### src/sv/aksq_pkg.sv
// Shared types and constants for the Alt keypad code key sequencer.
package aksq_pkg;

  localparam int unsigned CODE_W   = 16;
  localparam int unsigned BYTE_W   = 8;
  localparam int unsigned DIGIT_W  = 4;
  localparam int unsigned DIGITS   = 5;
  localparam int unsigned CFG_IDX_W = 8;

  // register indexes on the config channel
  localparam logic [CFG_IDX_W-1:0] CFG_ALT_MOD   = 8'd0;
  localparam logic [CFG_IDX_W-1:0] CFG_SHIFT_MOD = 8'd1;

  localparam logic [BYTE_W-1:0] ALT_MOD_RST   = 8'h40;
  localparam logic [BYTE_W-1:0] SHIFT_MOD_RST = 8'h20;

  // keypad usage codes
  localparam logic [BYTE_W-1:0] KEYPAD_ZERO = 8'd98;
  localparam logic [BYTE_W-1:0] KEYPAD_BASE = 8'd88;

  // divide by ten: q = (v * 52429) >> 19, exact for v < 81920
  localparam logic [CODE_W-1:0] RECIP10     = 16'd52429;
  localparam int unsigned       RECIP_SHIFT = 19;

  // positions of the last report word in a run
  localparam logic [3:0] IDX_DIRECT_LAST = 4'd1;
  localparam logic [3:0] IDX_ALT_LAST    = 4'd11;

  typedef struct packed {
    logic                          alt;   // keypad sequence vs direct key
    logic [BYTE_W-1:0]             lo;    // low byte for direct keys
    logic [DIGITS-1:0][DIGIT_W-1:0] dig;  // dig[0] is the most significant
  } entry_t;

  typedef struct packed {
    logic empty;
    logic full;
  } fifo_status_t;

endpackage

### src/sv/alt_code_key_sequencer.sv
// Top level: character code in, keyboard report words out.
//
//  channel   dir  handshake                    payload
//  --------  ---  ---------------------------  -------------------------------
//  s_axis    in   s_axis_tvalid/s_axis_tready  tdata[15:0] char_code
//  m_axis    out  m_axis_tvalid/m_axis_tready  tdata[7:0] modifier_byte,
//                                              tdata[15:8] key_code, tlast
//  cfg       in   cfg_valid_i/cfg_ready_o      index 0 alt_modifier,
//                                              index 1 shift_modifier
//
// Flow: one report word per cycle while m_axis_tready is high and the queue
//   holds a code; a keypad code gives 12 words, a direct key 2, a zero code
//   none. A keypad code goes through four divide-by-ten steps in the front
//   end, one per cycle, a direct key through none, then it waits in the
//   queue; a zero code is dropped at acceptance.
// Sustained rate is set by the report sequencer.
// Reset clears all control state; modifiers return to 0x40 and 0x20.
// Stalls: the output register holds its word under back pressure; the
//   queue lets the front end keep splitting the next code meanwhile.
module alt_code_key_sequencer
  import aksq_pkg::*;
#(
  parameter int unsigned QUEUE_DEPTH = 2
) (
  input  logic                 clk_i,
  input  logic                 rst_ni,
  // input codes
  input  logic                 s_axis_tvalid,
  output logic                 s_axis_tready,
  input  logic [15:0]          s_axis_tdata,   // [15:0] char_code
  // report words
  output logic                 m_axis_tvalid,
  input  logic                 m_axis_tready,
  output logic [15:0]          m_axis_tdata,   // [7:0] modifier_byte, [15:8] key_code
  output logic                 m_axis_tlast,
  // register writes
  input  logic                 cfg_valid_i,
  output logic                 cfg_ready_o,
  input  logic [CFG_IDX_W-1:0] cfg_index_i,
  input  logic [BYTE_W-1:0]    cfg_data_i
);

  logic [BYTE_W-1:0] alt_mod_q, alt_mod_d;
  logic [BYTE_W-1:0] shift_mod_q, shift_mod_d;

  logic         push, pop;
  entry_t       push_entry, head;
  fifo_status_t q_status;

  // config registers; writes to unknown indexes fall through
  assign cfg_ready_o = 1'b1;

  always_comb begin
    alt_mod_d   = alt_mod_q;
    shift_mod_d = shift_mod_q;
    if (cfg_valid_i) begin
      case (cfg_index_i)
        CFG_ALT_MOD:   alt_mod_d   = cfg_data_i;
        CFG_SHIFT_MOD: shift_mod_d = cfg_data_i;
        default: ;
      endcase
    end
  end

  always_ff @(posedge clk_i or negedge rst_ni) begin
    if (!rst_ni) begin
      alt_mod_q   <= ALT_MOD_RST;
      shift_mod_q <= SHIFT_MOD_RST;
    end else begin
      alt_mod_q   <= alt_mod_d;
      shift_mod_q <= shift_mod_d;
    end
  end

  aksq_front u_front (
    .clk_i        (clk_i),
    .rst_ni       (rst_ni),
    .in_valid_i   (s_axis_tvalid),
    .in_ready_o   (s_axis_tready),
    .in_code_i    (s_axis_tdata),
    .q_full_i     (q_status.full),
    .push_o       (push),
    .push_entry_o (push_entry)
  );

  aksq_fifo #(
    .DEPTH (QUEUE_DEPTH)
  ) u_fifo (
    .clk_i        (clk_i),
    .rst_ni       (rst_ni),
    .push_i       (push),
    .push_entry_i (push_entry),
    .pop_i        (pop),
    .head_o       (head),
    .status_o     (q_status)
  );

  aksq_back u_back (
    .clk_i       (clk_i),
    .rst_ni      (rst_ni),
    .head_i      (head),
    .q_empty_i   (q_status.empty),
    .pop_o       (pop),
    .alt_mod_i   (alt_mod_q),
    .shift_mod_i (shift_mod_q),
    .out_valid_o (m_axis_tvalid),
    .out_ready_i (m_axis_tready),
    .out_mod_o   (m_axis_tdata[7:0]),
    .out_key_o   (m_axis_tdata[15:8]),
    .out_last_o  (m_axis_tlast)
  );

  // every run ends on an all-zero report
  assert property (@(posedge clk_i) disable iff (!rst_ni)
    (m_axis_tvalid && m_axis_tlast) |-> (m_axis_tdata == '0))
    else $error("last report of a run is not all zero");

  // front end never pushes into a full queue
  assert property (@(posedge clk_i) disable iff (!rst_ni)
    push |-> !q_status.full)
    else $error("push into full queue");

  // sequencer never pops an empty queue
  assert property (@(posedge clk_i) disable iff (!rst_ni)
    pop |-> !q_status.empty)
    else $error("pop from empty queue");

  // a popped entry always ends with a final word in the output register
  assert property (@(posedge clk_i) disable iff (!rst_ni)
    pop |=> (m_axis_tvalid && m_axis_tlast))
    else $error("pop without final report");

endmodule

### src/sv/aksq_front.sv
// Front end: takes character codes, classifies them and splits keypad codes into digits.
module aksq_front
  import aksq_pkg::*;
(
  input  logic              clk_i,
  input  logic              rst_ni,
  input  logic              in_valid_i,
  output logic              in_ready_o,
  input  logic [CODE_W-1:0] in_code_i,
  input  logic              q_full_i,
  output logic              push_o,
  output entry_t            push_entry_o
);

  logic                           busy_q, busy_d;
  logic                           alt_q, alt_d;
  logic [BYTE_W-1:0]              lo_q, lo_d;
  logic [CODE_W-1:0]              val_q, val_d;
  logic [2:0]                     cnt_q, cnt_d;
  logic [DIGITS-1:0][DIGIT_W-1:0] dig_q, dig_d;

  logic [2*CODE_W-1:0] prod;
  logic [12:0]         quot;
  logic [CODE_W-1:0]   quot10;
  logic [CODE_W-1:0]   rem;
  logic                accept;

  // one decimal digit per cycle, least significant first
  assign prod   = {{CODE_W{1'b0}}, val_q} * {{CODE_W{1'b0}}, RECIP10};
  assign quot   = prod[2*CODE_W-1:RECIP_SHIFT];
  assign quot10 = ({3'b000, quot} << 3) + ({3'b000, quot} << 1);
  assign rem    = val_q - quot10;

  assign push_o     = busy_q && (cnt_q == 3'd0) && !q_full_i;
  assign in_ready_o = !busy_q || push_o;
  assign accept     = in_valid_i && in_ready_o;

  always_comb begin
    push_entry_o.alt = alt_q;
    push_entry_o.lo  = lo_q;
    push_entry_o.dig = dig_q;
    // remaining quotient is the top digit
    push_entry_o.dig[0] = val_q[DIGIT_W-1:0];
  end

  always_comb begin
    busy_d = busy_q;
    alt_d  = alt_q;
    lo_d   = lo_q;
    val_d  = val_q;
    cnt_d  = cnt_q;
    dig_d  = dig_q;
    if (busy_q && (cnt_q != 3'd0)) begin
      dig_d[cnt_q] = rem[DIGIT_W-1:0];
      val_d        = {3'b000, quot};
      cnt_d        = cnt_q - 3'd1;
    end
    if (push_o) begin
      busy_d = 1'b0;
    end
    if (accept) begin
      lo_d  = in_code_i[BYTE_W-1:0];
      val_d = in_code_i;
      if (in_code_i == '0) begin
        busy_d = 1'b0;                 // zero code: nothing to type
      end else if (in_code_i[CODE_W-1:BYTE_W] == '0) begin
        busy_d = 1'b1;
        alt_d  = 1'b0;
        cnt_d  = 3'd0;
      end else begin
        busy_d = 1'b1;
        alt_d  = 1'b1;
        cnt_d  = 3'(DIGITS - 1);
      end
    end
  end

  always_ff @(posedge clk_i or negedge rst_ni) begin
    if (!rst_ni) begin
      busy_q <= 1'b0;
      cnt_q  <= 3'd0;
    end else begin
      busy_q <= busy_d;
      cnt_q  <= cnt_d;
    end
  end

  always_ff @(posedge clk_i) begin
    alt_q <= alt_d;
    lo_q  <= lo_d;
    val_q <= val_d;
    dig_q <= dig_d;
  end

endmodule

### src/sv/aksq_fifo.sv
// Short queue of classified codes between front end and report sequencer.
module aksq_fifo
  import aksq_pkg::*;
#(
  parameter int unsigned DEPTH = 2
) (
  input  logic         clk_i,
  input  logic         rst_ni,
  input  logic         push_i,
  input  entry_t       push_entry_i,
  input  logic         pop_i,
  output entry_t       head_o,
  output fifo_status_t status_o
);

  localparam int unsigned PW = $clog2(DEPTH);
  localparam int unsigned CW = $clog2(DEPTH + 1);

  entry_t          mem_q [DEPTH];
  logic [PW-1:0]   wr_ptr_q, rd_ptr_q;
  logic [CW-1:0]   count_q, count_d;

  assign status_o.empty = (count_q == '0);
  assign status_o.full  = (count_q == CW'(DEPTH));
  assign head_o         = mem_q[rd_ptr_q];

  always_comb begin
    count_d = count_q;
    if (push_i && !pop_i) begin
      count_d = count_q + CW'(1);
    end else if (pop_i && !push_i) begin
      count_d = count_q - CW'(1);
    end
  end

  always_ff @(posedge clk_i or negedge rst_ni) begin
    if (!rst_ni) begin
      wr_ptr_q <= '0;
      rd_ptr_q <= '0;
      count_q  <= '0;
    end else begin
      count_q <= count_d;
      if (push_i) begin
        wr_ptr_q <= (wr_ptr_q == PW'(DEPTH - 1)) ? '0 : wr_ptr_q + PW'(1);
      end
      if (pop_i) begin
        rd_ptr_q <= (rd_ptr_q == PW'(DEPTH - 1)) ? '0 : rd_ptr_q + PW'(1);
      end
    end
  end

  always_ff @(posedge clk_i) begin
    if (push_i) begin
      mem_q[wr_ptr_q] <= push_entry_i;
    end
  end

endmodule

### src/sv/aksq_back.sv
// Back end: walks one queued code through its reports into the output register.
module aksq_back
  import aksq_pkg::*;
(
  input  logic              clk_i,
  input  logic              rst_ni,
  input  entry_t            head_i,
  input  logic              q_empty_i,
  output logic              pop_o,
  input  logic [BYTE_W-1:0] alt_mod_i,
  input  logic [BYTE_W-1:0] shift_mod_i,
  output logic              out_valid_o,
  input  logic              out_ready_i,
  output logic [BYTE_W-1:0] out_mod_o,
  output logic [BYTE_W-1:0] out_key_o,
  output logic              out_last_o
);

  logic [3:0]         idx_q, idx_d;
  logic               vld_q, vld_d;
  logic [BYTE_W-1:0]  mod_q, key_q;
  logic               last_q;

  logic [BYTE_W-1:0]  gen_mod, gen_key;
  logic               gen_last;
  logic [DIGIT_W-1:0] digit;
  logic               load;

  // odd positions of a keypad run press digit idx/2
  always_comb begin
    case (idx_q[3:1])
      3'd0:    digit = head_i.dig[0];
      3'd1:    digit = head_i.dig[1];
      3'd2:    digit = head_i.dig[2];
      3'd3:    digit = head_i.dig[3];
      3'd4:    digit = head_i.dig[4];
      default: digit = '0;
    endcase
  end

  always_comb begin
    gen_mod  = '0;
    gen_key  = '0;
    gen_last = 1'b0;
    if (!head_i.alt) begin
      if (idx_q == 4'd0) begin
        gen_mod = head_i.lo[BYTE_W-1] ? shift_mod_i : '0;
        gen_key = {1'b0, head_i.lo[BYTE_W-2:0]};
      end else begin
        gen_last = 1'b1;
      end
    end else if (idx_q == IDX_ALT_LAST) begin
      gen_last = 1'b1;
    end else begin
      gen_mod = alt_mod_i;
      if (idx_q[0]) begin
        gen_key = (digit == '0) ? KEYPAD_ZERO : KEYPAD_BASE + {4'b0000, digit};
      end
    end
  end

  assign load  = !q_empty_i && (!vld_q || out_ready_i);
  assign pop_o = load && gen_last;

  always_comb begin
    idx_d = idx_q;
    vld_d = vld_q;
    if (out_ready_i) begin
      vld_d = 1'b0;
    end
    if (load) begin
      vld_d = 1'b1;
      idx_d = gen_last ? 4'd0 : idx_q + 4'd1;
    end
  end

  always_ff @(posedge clk_i or negedge rst_ni) begin
    if (!rst_ni) begin
      idx_q <= 4'd0;
      vld_q <= 1'b0;
    end else begin
      idx_q <= idx_d;
      vld_q <= vld_d;
    end
  end

  always_ff @(posedge clk_i) begin
    if (load) begin
      mod_q  <= gen_mod;
      key_q  <= gen_key;
      last_q <= gen_last;
    end
  end

  assign out_valid_o = vld_q;
  assign out_mod_o   = mod_q;
  assign out_key_o   = key_q;
  assign out_last_o  = last_q;

endmodule

### config.mk
export PLATFORM = sky130hd
export DESIGN_NAME = alt_code_key_sequencer
export DESIGN_NICKNAME = d
export VERILOG_FILES = /design/src/sv/aksq_pkg.sv /design/src/sv/alt_code_key_sequencer.sv /design/src/sv/aksq_front.sv /design/src/sv/aksq_fifo.sv /design/src/sv/aksq_back.sv
export SDC_FILE = /design/constraint.sdc
export NUM_CORES = 1
export LEC_CHECK = 0
export BUFFER_PORTS_ARGS = -buffer_cell sky130_fd_sc_hd__buf_4
export CAP_MARGIN = 20
export CORE_UTILIZATION = 56
export DETAILED_ROUTE_END_ITERATION = 10
export PLACE_DENSITY = 0.77
export RECOVER_POWER = 50
export SLEW_MARGIN = 10
export SYNTH_ARGS = -nofsm -noshare
export SYNTH_HDL_FRONTEND = slang
export SYNTH_SLANG_ARGS = --single-unit
### constraint.sdc
create_clock -name clk_i -period 5.2 [get_ports clk_i]
set_input_delay 1.04 -clock clk_i [delete_from_list [all_inputs] [get_ports clk_i]]
set_output_delay 1.04 -clock clk_i [all_outputs]
set_load 0.005 [all_outputs]
; ---- Word level (Yosys, flattened, before mapping)
; Memory sizes are Yosys's and may differ from the RTL's.
; Index checks and enable logic that the tools add are counted.
[totals]
elab_cells = 109
out_inout_bits = 20
inputBits = 37
mem_count = 1
register_bits = 91
mem_bits_rw = 58
[classes]
reduce_logical = 33
mux = 35
bitwise = 1
addsub = 9
order_cmp = 2
n_eq_ne = 7
multipliers = 1
[mem_list]
columns = name, depth, width, read_ports, rd_ports_with_merged_regs, write_ports, line_no
row1 = u_fifo.mem_q, 2, 29, 1, 0, 1, aksq_fifo.sv:19  ; entry_t mem_q [DEPTH];
[ops]
columns = operator, count
row1 = two-way mux 8 bit, 8
row2 = "multiplier 16 x 16 -> 32 bit, second input constant", 1
row3 = two-way mux 16 bit, 2
row4 = bitwise mux 20 bit, 1
row5 = case mux 4 bit (5 select lines), 1
row6 = logical NOT 16 bit, 1
row7 = logical NOT 8 bit, 2
row8 = two-way mux 1 bit, 13
row9 = demux 4 bit (select 3 bit), 1
row10 = two-way mux 3 bit, 4
row11 = logical AND 1 bit, 9
row12 = "adder 7 x 4 -> 8 bit, first input constant", 1
row13 = "== test 8 x 1 -> 1 bit, second input constant", 1
row14 = logical NOT 4 bit, 2
row15 = two-way mux 4 bit, 2
row16 = nonzero test 2 bit, 4
row17 = two-way mux 7 bit, 1
row18 = "== test 3 x 2 -> 1 bit, second input constant", 2
row19 = logical NOT 1 bit, 6
row20 = logical NOT 3 bit, 2
row21 = AND reduction 2 bit, 3
row22 = "adder 4 x 1 -> 4 bit, second input constant", 1
row23 = adder 4 bit, 1
row24 = "== test 4 bit, second input constant", 1
row25 = 15 further kinds, 18

; ---- Depth between registers and ports, before layout
; Gate-level depths: netlist (run 1).
[logic_depth]
depth_word = 7
ltp_mapped = 22
depth_no_buf = 22

; ---- By module
; A second synthesis (run 1) with hierarchy kept.
[unflattened]
cells_unflattened = 841
area_unflattened_um2 = 10573.9
[by_module_without_submodules]
columns = module, area_each_um2, instances, cells_per_inst
row1 = aksq_front, 6276.0, 1, 585
row2 = aksq_fifo, 2397.3, 1, 106
row3 = aksq_back, 1227.4, 1, 110
row4 = alt_code_key_sequencer, 673.1, 1, 40

; ---- Worst setup path after synthesis (run 1)
; No wires, ideal clock.
[synth_path]
path_kind = register to register
startpoint = reg u_front.val_q[3]
endpoint = reg u_front.dig_q (netlist bit u_front.push_entry_o[11]), data pin
required_time_ns = 4.922
setup_ns = 0.278
path_stages_with_launch = 20
path_buffers = 0
path_slack_ns = -0.491
t_arrival_ns = 5.413
cell_sequence = edfxtp_1 > ha_1 > inv_1 > fa_1 > inv_1 > fa_1 > fa_1 > fa_1 > inv_1 > fa_1 > inv_1 > ha_1 > a21o_1 > a21oi_1 > nor2b_1 > a311oi_1 > xnor2_1 > ha_1 > xnor2_1 > xnor3_1
[synth_via]
elab_chain_len = 4
[synth_rtl]
columns = item, line_no
row1 = from (decl), aksq_front.sv:18  ; logic [CODE_W-1:0] val_q, val_d;
row2 = from (signal assigned), aksq_front.sv:91  ; val_q <= val_d;
row3 = multiplier 16 x 16 -> 32 bit, aksq_front.sv:29  ; assign prod = {{CODE_W{1'b0}}, val_q} * {{CODE_W{1'b0}}, RECIP10};
row4 = adder 4 bit, aksq_front.sv:31  ; assign quot10 = ({3'b000, quot} << 3) + ({3'b000, quot} << 1);
row5 = subtractor 4 bit *, aksq_front.sv:32  ; assign rem = val_q - quot10;
row6 = net u_front.rem[3], aksq_front.sv:25  ; logic [CODE_W-1:0] rem;
row7 = bitwise mux 20 bit *, aksq_front.sv:54  ; dig_d[cnt_q] = rem[DIGIT_W-1:0];
row8 = to (signal assigned), aksq_front.sv:92  ; dig_q <= dig_d;
row9 = to (decl), aksq_front.sv:20  ; logic [DIGITS-1:0][DIGIT_W-1:0] dig_q, dig_d;
; The timed path passes the listed nets; every way through them passes the cells marked *.
; A chain may end at the register's enable or synchronous reset.

; ---- Final worst setup path (run 1)
[layout_path]
startpoint = reg u_front.val_q[7]
endpoint = reg u_front.dig_q (netlist bit u_front.push_entry_o[19]), data pin
[layout_via]
elab_chain_len = 4
[layout_rtl]
columns = item, line_no
row1 = multiplier 16 x 16 -> 32 bit, aksq_front.sv:29
row2 = adder 4 bit, aksq_front.sv:31
row3 = subtractor 4 bit, aksq_front.sv:32
row4 = net u_front.rem[3], aksq_front.sv:25
row5 = bitwise mux 20 bit, aksq_front.sv:54
; The timed path passes the listed nets, and every way through them passes these cells.

==> flow_summary.json, run 1 <==
{
  "ys_ff_latch": 144,
  "ant_nets": 0,
  "via_per_inst": 5.627,
  "ys_async_sr_fraction": 0.2014,
  "holdPathEnd": "u_fifo.mem_q[0][6]",
  "gp_congestion": 0.9086,
  "clock_skew_ns": 0.01762,
  "drc_errors": 0,
  "drive_gt1_frac": 0.2771,
  "fmax_ghz": 0.1732,
  "drt-initial-drc-count": 438,
  "rsz0062_at_grt": "true",
  "grt_pass1_vias": 7324,
  "syn_to_final_growth_pct": 25.93,
  "grt_util_met2": 0.5020,
  "start_kind": "flop",
  "met3_usage": 0.04148,
  "synth_nets": 1086,
  "slew_viol_final": 30,
  "cts_made_buffers": 17,
  "maxCapViolCount": 1,
  "cts_tree": "built",
  "cts_hold_repair.buffers": 0,
  "dp.cells": 1181,
  "wl_um": 24390,
  "grt_usage": 0.2778,
  "synth_warnings": 0,
  "relSlewSlack": -0.1069,
  "ys_types": 60,
  "core_area_mm2": 0.01790,
  "die_area_mm2": 0.01880,
  "period_needed_ns": 5.773,
  "first_pass_iters": 5,
  "status": "complete, but fails checks",
  "dpl.hpwl_um": 17740,
  "grt_max_degree": 31,
  "hp-start": "u_front.push_entry_o[6]",
  "worst-path-max-fanout": 4,
  "yosysTopAreaCell": "edfxtp_1",
  "critPathKind": "reg2reg",
  "io_buffers": 54,
  "cts.htree.levels": 4,
  "whs_ns": 0.4513,
  "grt_busiest_layer": "met2",
  "max_stage_delay_ns": 0.54,
  "r2r_end": "u_front.push_entry_o[19]",
  "die_w_um": 137.1,
  "grtUsageMet1": 0.3295,
  "final_cell_count_no_fill": 1236,
  "crit_family": "adder cells",
  "netlist_instances": 831,
  "synth_area_leaders": "edfxtp_1 34%, ha_1 17%, fa_1 16%",
  "ios": 57,
  "hold_viol": 0,
  "cp_slowest_cell": "edfxtp_1",
  "antenna_cells": 0,
  "r2r_slack_ns": -0.57,
  "crit_chain": "ha_4 -> inv_4 -> fa_1 -> inv_1 -> fa_1 -> fa_1 -> fa_1 -> inv_1 -> fa_1 -> inv_2 -> ha_4 -> buf_4 -> and3_4 -> a311oi_4 -> xnor2_2 -> ha_4 -> nand2_1 -> nand2_1 -> xnor3_1",
  "worstRegToRegCells": 19,
  "std_cell_rows": 49,
  "cpMostUsedCell": "fa_1",
  "grt_pass1_wl_um": 37920,
  "syn_area_per_cell_um2": 12.31,
  "setup_tns_ns": -9.800,
  "nNetsFinal": 1249,
  "ys_seq_area_frac": 0.4089,
  "worst_hold_path_type": "reg2reg",
  "cp_data_arrival_time_ns": 5.92,
  "clk_latency_ns": 0.43,
  "antenna_found_initial": 0,
  "yosysTopAreaCellShare": 0.3377,
  "wl_per_cell_um": 19.73,
  "setup_slack_ns": -0.5730,
  "start_util": 0.5712,
  "place_area_mm2": 0.01161,
  "ys.flop_type": "edfxtp_1",
  "tightestPinTransition_ns": 1.660,
  "num_vias": 6955,
  "hold_depth": 0,
  "clockBufferDepth": 2,
  "finalInstanceArea_mm2": 0.01288,
  "crit_buf_inv": 5,
  "die_y_um": 137.1,
  "reg2reg_from": "u_front.val_q[7]",
  "violations": "max-capacitance violations, max-slew violations, negative setup slack",
  "synth_edf_count": 115,
  "clk_pin_slew_ns": 0.06,
  "netlist_area_mm2": 0.01023,
  "root_buffer": "clkbuf_16",
  "cts.sinks": 144,
  "fin_crit_sh": 1.110,
  "cp.required_ns": 5.35,
  "end_kind": "flop",
  "grt-ovfl-total": 0,
  "setup_violations": 25
}
registers in the layout, summed over array words and instances, names as in the netlist:
name	cells
u_front.alt_q	1
u_fifo.count_q	2
u_back.idx_q	4
shift_mod_q	8
u_front.lo_q	8
u_back.out_key_o	7
u_back.out_last_o	1
u_fifo.rd_ptr_q	1
u_front.push_entry_o	16
u_front.cnt_q	3
u_back.out_mod_o	8
u_front.val_q	16
u_front.busy_q	1
u_fifo.mem_q	58
u_fifo.wr_ptr_q	1
u_back.out_valid_o	1
alt_mod_q	8
stage by stage:
stage / utilization / worst slack [ns]
4_1_cts: 0.7098 / -0.4296
6_report: 0.7193 / -0.5730
3_5_place_dp: 0.6486 / -0.5592
5_1_grt: 0.7193 / -0.6548
3_3_place_gp: 0.6486 / -0.4933
2_1_floorplan: - / -0.07321
timing repair:
item | 4_1_cts | 5_1_grt
gates resized for setup | 57 | 13
pin swaps | 42 | 20
endpoints found under the setup margin | 25 | 25
buffers inserted | 24 | 7
hold endpoints to repair | 0 | 0
kinds of logic (layout without fill, tap and decap cells):
group / after synthesis / in the layout / synth area share
adders and majority gates: 218 / 218 / 0.3255
buffers and inverters: 182 / 358 / 0.06840
DFF: 144 / 144 / 0.4089
and+or+nand+nor: 120 / 120 / 0.05995
AOI/OAI and AO/OA: 101 / 101 / 0.06827
muxes: 42 / 42 / 0.04809
xor gates and xnor gates: 22 / 22 / 0.02019
other: 2 / 2 / 0.0007344
cell type report:
cell class                      instances  area (um^2)
Fill cell                            1175         5025
Inverter                              171        644.4
Sequential cell                       144         4182
Clock inverter                          8        58.81
Timing Repair Buffer                  155         1232
Multi-Input combinational cell        505         5907
Clock buffer                           24        566.8
Tap cell                              229        286.5
layer usage:
layer,wire length (um),vias up
met5,0,-
met4,906,0
met3,1093,59
met2,12970,239
met1,9414,3470
li1,-,3187
synth_stat cells (all sizes together) (3+ instances only):
library cell  count
a211oi            4
a21o             10
a21oi            24
a22o              9
and3              8
buf               7
clkbuf            4
dfrtp            27
edfxtp          115
fa               80
ha              138
inv             171
mux2             17
mux2i            21
mux4              4
nand2            34
nand2b            7
nand3             8
nand3b            3
nand4             3
nor2             28
nor2b             4
nor3              5
nor4              6
nor4b             4
o211ai            4
o21a              4
o21ai            14
o22ai             9
o31ai             7
xnor2            13
xor2              8
layout by cell type (no fill, tap or decap), types with 4 or more instances in the layout:
cell / n
mux2i_1: 21
and3_1: 7
clkbuf_16: 21
nand2b_1: 7
mux2_2: 16
a21oi_2: 4
nor2_1: 27
ha_4: 24
ha_1: 113
fa_1: 78
edfxtp_1: 115
nand3_1: 7
xnor2_1: 10
a21oi_1: 18
mux4_2: 4
dfrtp_1: 27
nor4_1: 5
buf_4: 144
inv_2: 7
a21o_1: 10
nand2_1: 33
o21ai_2: 4
o21ai_0: 8
nor3_1: 4
o211ai_1: 4
buf_6: 5
inv_1: 163
nor2b_1: 4
o22ai_1: 9
a22o_1: 9
xor2_1: 8
worst max-delay path by stage:
stage,startpoint,cells after the start,to
6_report,u_front.val_q[7],19,u_front.push_entry_o[19]
5_1_grt,u_front.val_q[1],20,u_front.push_entry_o[15]
4_1_cts,u_front.val_q[6],19,u_front.push_entry_o[7]
3_5_place_dp,u_front.val_q[6],20,u_front.push_entry_o[15]
3_3_place_gp,u_front.val_q[6],19,u_front.push_entry_o[15]
2_1_floorplan,u_front.val_q[2],20,u_front.push_entry_o[11]
Power of run 1 is not shown: default switching activity piles up to over one toggle a cycle in this logic, so the estimate is an artifact.
==> run 2: changes to the inputs <==
--- a/config.mk
+++ b/config.mk
@@ -7,10 +7,12 @@
 export LEC_CHECK = 0
 export BUFFER_PORTS_ARGS = -buffer_cell sky130_fd_sc_hd__buf_4
 export CAP_MARGIN = 20
-export CORE_UTILIZATION = 56
+export CELL_PAD_IN_SITES_DETAIL_PLACEMENT = 1
+export CELL_PAD_IN_SITES_GLOBAL_PLACEMENT = 1
+export CORE_UTILIZATION = 46
 export DETAILED_ROUTE_END_ITERATION = 10
-export PLACE_DENSITY = 0.77
-export RECOVER_POWER = 50
+export PLACE_DENSITY_LB_ADDON = 0.1
+export RECOVER_POWER = 25
 export SLEW_MARGIN = 10
 export SYNTH_ARGS = -nofsm -noshare
 export SYNTH_HDL_FRONTEND = slang
==> flow_summary.json, run 2 (same netlist as run 1, synthesis figures left out) <==
{
  "tightestPinTransition_ns": 1.640,
  "dp_slack_ns": -0.8031,
  "wl_per_cell_um": 19.78,
  "grt_usage": 0.2406,
  "grt_pass1_vias": 7681,
  "dpl.hpwl_um": 19930,
  "syn_to_final_growth_pct": 26.49,
  "via_per_inst": 5.248,
  "worstRegToRegCells": 19,
  "setup_slack_ns": -0.5701,
  "fmax_ghz": 0.1733,
  "hold_viol": 0,
  "cts_hold_repair.buffers": 0,
  "grt_pass1_wl_um": 40760,
  "cp.required_ns": 5.34,
  "antenna_cells": 0,
  "violations": "max-capacitance violations, max-slew violations, negative setup slack",
  "rsz0062_at_grt": "true",
  "drc_errors": 0,
  "hold_depth": 0,
  "ios": 57,
  "drt-initial-drc-count": 224,
  "cp_data_arrival_time_ns": 5.91,
  "start_util": 0.4686,
  "die_area_mm2": 0.02283,
  "status": "complete, but fails checks",
  "largest_reg_flops": 58,
  "fin_crit_sh": 1.110,
  "worst-path-max-fanout": 4,
  "die_y_um": 151.1,
  "grt_max_degree": 30,
  "clk_latency_ns": 0.42,
  "io_buffers": 54,
  "start_kind": "flop",
  "fin_util": 0.5927,
  "first_pass_iters": 4,
  "antenna_found_initial": 0,
  "grt-ovfl-total": 0,
  "place_area_mm2": 0.01172,
  "cts.htree.levels": 4,
  "relSlewSlack": -0.09326,
  "wl_um": 25450,
  "cts_made_buffers": 17,
  "regMostFlops": "u_fifo.mem_q",
  "clk_pin_slew_ns": 0.06,
  "cts.sinks": 144,
  "ant_nets": 0,
  "die_w_um": 151.1,
  "gp_congestion": 0.8598,
  "mostFrequentLayoutCells": "160 x inv_1, 145 x buf_4, 115 x edfxtp_1, 110 x ha_1, 76 x fa_1",
  "nNetsFinal": 1250,
  "worst_hold_path_type": "reg2reg",
  "period_needed_ns": 5.770,
  "final_common_cell": "inv_1",
  "setup_violations": 24,
  "std_cell_rows": 54,
  "setup_tns_ns": -7.373,
  "cts_tree": "built",
  "num_vias": 6754,
  "clock_skew_ns": 0.01339,
  "core_area_mm2": 0.02182,
  "maxCapViolCount": 1,
  "end_kind": "flop",
  "drive_gt1_frac": 0.2929,
  "clockBufferDepth": 2,
  "critPathKind": "reg2reg",
  "root_buffer": "clkbuf_16",
  "finalInstanceArea_mm2": 0.01293,
  "slew_viol_final": 30
}
run 2: through the flow:
stage / instances / hold WS (ns)
floorplan: 831 / 0.4215
CTS: 1278 / 0.4453
finish: 1287 / 0.4480
global placement: 1240 / 0.4237
detailed placement: 1240 / 0.4352
global route: 1287 / 0.4506
run 2: path summary, 6_finish.rpt:
| path | from | to | slack (ns) |
|---|---|---|---|
| worst max register to register | u_front.val_q[2] | u_front.push_entry_o[7] | -0.57 |
| worst max-delay path | u_front.val_q[2] | u_front.push_entry_o[7] | -0.57 |
| max in group asynchronous | rst_ni | u_front.cnt_q[1] | 3.21 |
| worst min register to register | u_front.push_entry_o[13] | u_fifo.mem_q[0][13] | 0.45 |
| worst min-delay path | u_front.push_entry_o[13] | u_fifo.mem_q[0][13] | 0.45 |
| min in group asynchronous | rst_ni | alt_mod_q[2] | 1.03 |
run 2: critical path, stage by stage, from the launching register on:
cell and delay (ns):
edfxtp_1 0.50, ha_4 0.32, inv_2 0.03, fa_1 0.51
inv_1 0.05, fa_1 0.52, fa_1 0.47, fa_1 0.51
inv_1 0.05, fa_1 0.51, inv_2 0.05, ha_4 0.21
a21o_1 0.17, a21oi_2 0.13, nor2b_1 0.07, a311oi_2 0.35
xnor2_1 0.20, ha_2 0.24, xnor2_2 0.12, xnor3_2 0.48
run 2: what timing repair did:
item | 4_1_cts | 5_1_grt
buffers inserted | 8 | 17
gates cloned | 0 | 0
gates resized for setup | 50 | 41
pin swaps | 13 | 44
setup endpoints to repair | 25 | 25
run 2: metal layers:
| layer | wire, um | global-route usage | up-vias |
|---|---|---|---|
| met2 | 13770 | 0.4509 | 84 |
| li1 | - | - | 3184 |
| met1 | 10620 | 0.2898 | 3453 |
| met5 | 0 | 0 | - |
| met3 | 481 | 0.02590 | 33 |
| met4 | 573 | 0.06700 | 0 |
run 2: final cells by class:
| class | count | area (um^2) |
|---|---|---|
| Multi-Input combinational cell | 505 | 5976 |
| Timing Repair Buffer | 156 | 1214 |
| Clock buffer | 18 | 429.2 |
| Fill cell | 2182 | 8889 |
| Tap cell | 280 | 350.3 |
| Clock inverter | 13 | 140.1 |
| Inverter | 171 | 644.4 |
| Sequential cell | 144 | 4182 |
Power of run 2 is left out for the same reason.
==> run 3: changes to the inputs <==
--- a/config.mk
+++ b/config.mk
@@ -5,7 +5,7 @@
 export SDC_FILE = /design/constraint.sdc
 export NUM_CORES = 1
 export LEC_CHECK = 0
-export BUFFER_PORTS_ARGS = -buffer_cell sky130_fd_sc_hd__buf_4
+export BUFFER_PORTS_ARGS = -buffer_cell sky130_fd_sc_hd__buf_2
 export CAP_MARGIN = 20
 export CELL_PAD_IN_SITES_DETAIL_PLACEMENT = 1
 export CELL_PAD_IN_SITES_GLOBAL_PLACEMENT = 1
==> flow_summary.json, run 3 (same netlist as run 1, synthesis figures left out) <==
{
  "status": "complete, but fails checks",
  "violations": "design-rule violations, max-capacitance violations, max-slew violations, negative setup slack",
  "tightestPinTransition_ns": 1.696,
  "antenna_found_initial": 0,
  "start_util": 0.4686,
  "wl_per_cell_um": 20.00,
  "rsz0062_at_grt": "true",
  "cts.sinks": 144,
  "ant_nets": 0,
  "first_pass_iters": 8,
  "crit_chain": "buf_4 -> ha_4 -> ha_1 -> inv_1 -> fa_2 -> inv_2 -> fa_2 -> fa_1 -> inv_2 -> fa_1 -> inv_2 -> ha_4 -> a21o_1 -> a21o_1 -> a21oi_2 -> o21ai_2 -> a311oi_2 -> xnor2_1 -> ha_2 -> xnor2_2 -> xnor3_2",
  "clk_latency_ns": 0.43,
  "reg2reg_from": "u_front.val_q[9]",
  "num_vias": 6807,
  "drc_errors": 1,
  "whs_ns": 0.4444,
  "root_buffer": "clkbuf_16",
  "critPathKind": "reg2reg",
  "die_area_mm2": 0.02283,
  "nFillCells": 2177,
  "grt_max_degree": 30,
  "worst-path-max-fanout": 4,
  "io_buffers": 54,
  "clock_skew_ns": 0.02189,
  "drive_gt1_frac": 0.3016,
  "die_w_um": 151.1,
  "grt_usage": 0.2426,
  "cp.required_ns": 5.34,
  "setup_violations": 23,
  "cts_tree": "built",
  "relSlewSlack": -0.1310,
  "nNetsFinal": 1260,
  "r2r_end": "u_front.push_entry_o[15]",
  "largest_reg_flops": 58,
  "dpl.hpwl_um": 19910,
  "maxCapViolCount": 1,
  "grt-ovfl-total": 0,
  "clk_pin_slew_ns": 0.06,
  "cts_made_buffers": 17,
  "start_kind": "flop",
  "fin_util": 0.5909,
  "grt_pass1_vias": 7685,
  "cp_slowest_cell": "fa_2",
  "grt_pass1_wl_um": 40920,
  "clockBufferDepth": 2,
  "final_common_cell": "inv_1",
  "worst_hold_path_type": "reg2reg",
  "period_needed_ns": 5.684,
  "antenna_cells": 0,
  "std_cell_rows": 54,
  "setup_slack_ns": -0.4836,
  "max_stage_delay_ns": 0.53,
  "fin_crit_sh": 1.093,
  "syn_to_final_growth_pct": 26.11,
  "wl_um": 25960,
  "cts.htree.levels": 4,
  "hold_viol": 0,
  "via_per_inst": 5.244,
  "gp_congestion": 0.9097,
  "mostFrequentLayoutCells": "151 x inv_1, 115 x edfxtp_1, 109 x ha_1, 100 x buf_4, 76 x fa_1",
  "slew_viol_final": 30,
  "fmax_ghz": 0.1759,
  "ios": 57,
  "hold_depth": 0,
  "worstRegToRegCells": 21,
  "drt-initial-drc-count": 264,
  "cp_data_arrival_time_ns": 5.83,
  "die_y_um": 151.1,
  "core_area_mm2": 0.02182,
  "hp-start": "u_front.lo_q[1]",
  "holdPathEnd": "u_fifo.mem_q[1][21]",
  "r2r_slack_ns": -0.48,
  "cpMostUsedCell": "inv_2",
  "regMostFlops": "u_fifo.mem_q",
  "end_kind": "flop"
}
==> run 3: cell count changes in the layout (fill, tap and decap cells not counted), sizes merged <==
cell,previous run,this run
clkbuf,19,38
buf,155,152
clkinvlp,4,1
bufinv,2,0
clkinv,6,5
inv,172,173
==> run 3: final cells by class <==
type | instances | area [um^2] | area share
multi-input combinational | 505 | 6031 | 0.4676
sequential | 144 | 4182 | 0.3242
tap | 280 | 350.3 | 0.02717
clock inverter | 8 | 48.80 | 0.003784
inverter | 171 | 644.4 | 0.04997
timing repair buffer | 166 | 1115 | 0.08645
clock buffer | 24 | 525.5 | 0.04075
==> run 3: critical path: cells and delay by family (launching register included) <==
kind | cells | cell delay (ns)
adder cells (fa/ha/maj) | 8 | 2.89
AO/OA/AOI/OAI | 5 | 0.96
XOR/XNOR | 3 | 0.70
flip-flops | 1 | 0.48
buffers and inverters | 5 | 0.37
==> run 3: how the worst max path moves through the flow <==
stage | start | endpoint | slack (ns) | depth (start not counted)
floorplan | u_front.val_q[2] | u_front.push_entry_o[11] | -0.07 | 20
global placement | u_front.val_q[11] | u_front.push_entry_o[11] | -0.67 | 19
detailed placement | u_front.val_q[11] | u_front.push_entry_o[7] | -0.73 | 20
CTS | u_front.val_q[10] | u_front.push_entry_o[15] | -0.50 | 21
global route | u_front.val_q[9] | u_front.push_entry_o[15] | -0.65 | 21
finish | u_front.val_q[9] | u_front.push_entry_o[15] | -0.48 | 21
==> run 3: through the flow <==
stage          setup TNS, ns  std cells  cell area [um^2]  worst slack, ns
5_1_grt               -9.026       1298             12900          -0.6546
3_3_place_gp          -11.50       1240             11590          -0.6691
3_5_place_dp          -13.46       1240             11590          -0.7318
6_report              -6.081       1298             12900          -0.4836
4_1_cts               -4.664       1286             12630          -0.5006
2_1_floorplan        -0.2928        831             10380         -0.07321
==> run 3: metal layers <==
layer	GRT usage	wire, um
met1	0.2872	10610
met2	0.4555	14280
met3	0.03163	542
met4	0.06950	524
met5	0	0
==> run 3: what timing repair did <==
item / CTS / global route
setup endpoints to repair: 25 / 24
cloned: 0 / 0
gates resized for setup: 66 / 39
buffers inserted: 19 / 19
pin swaps: 49 / 42
hold buffers: 0 / 0
Power of run 3 is left out for the same reason.
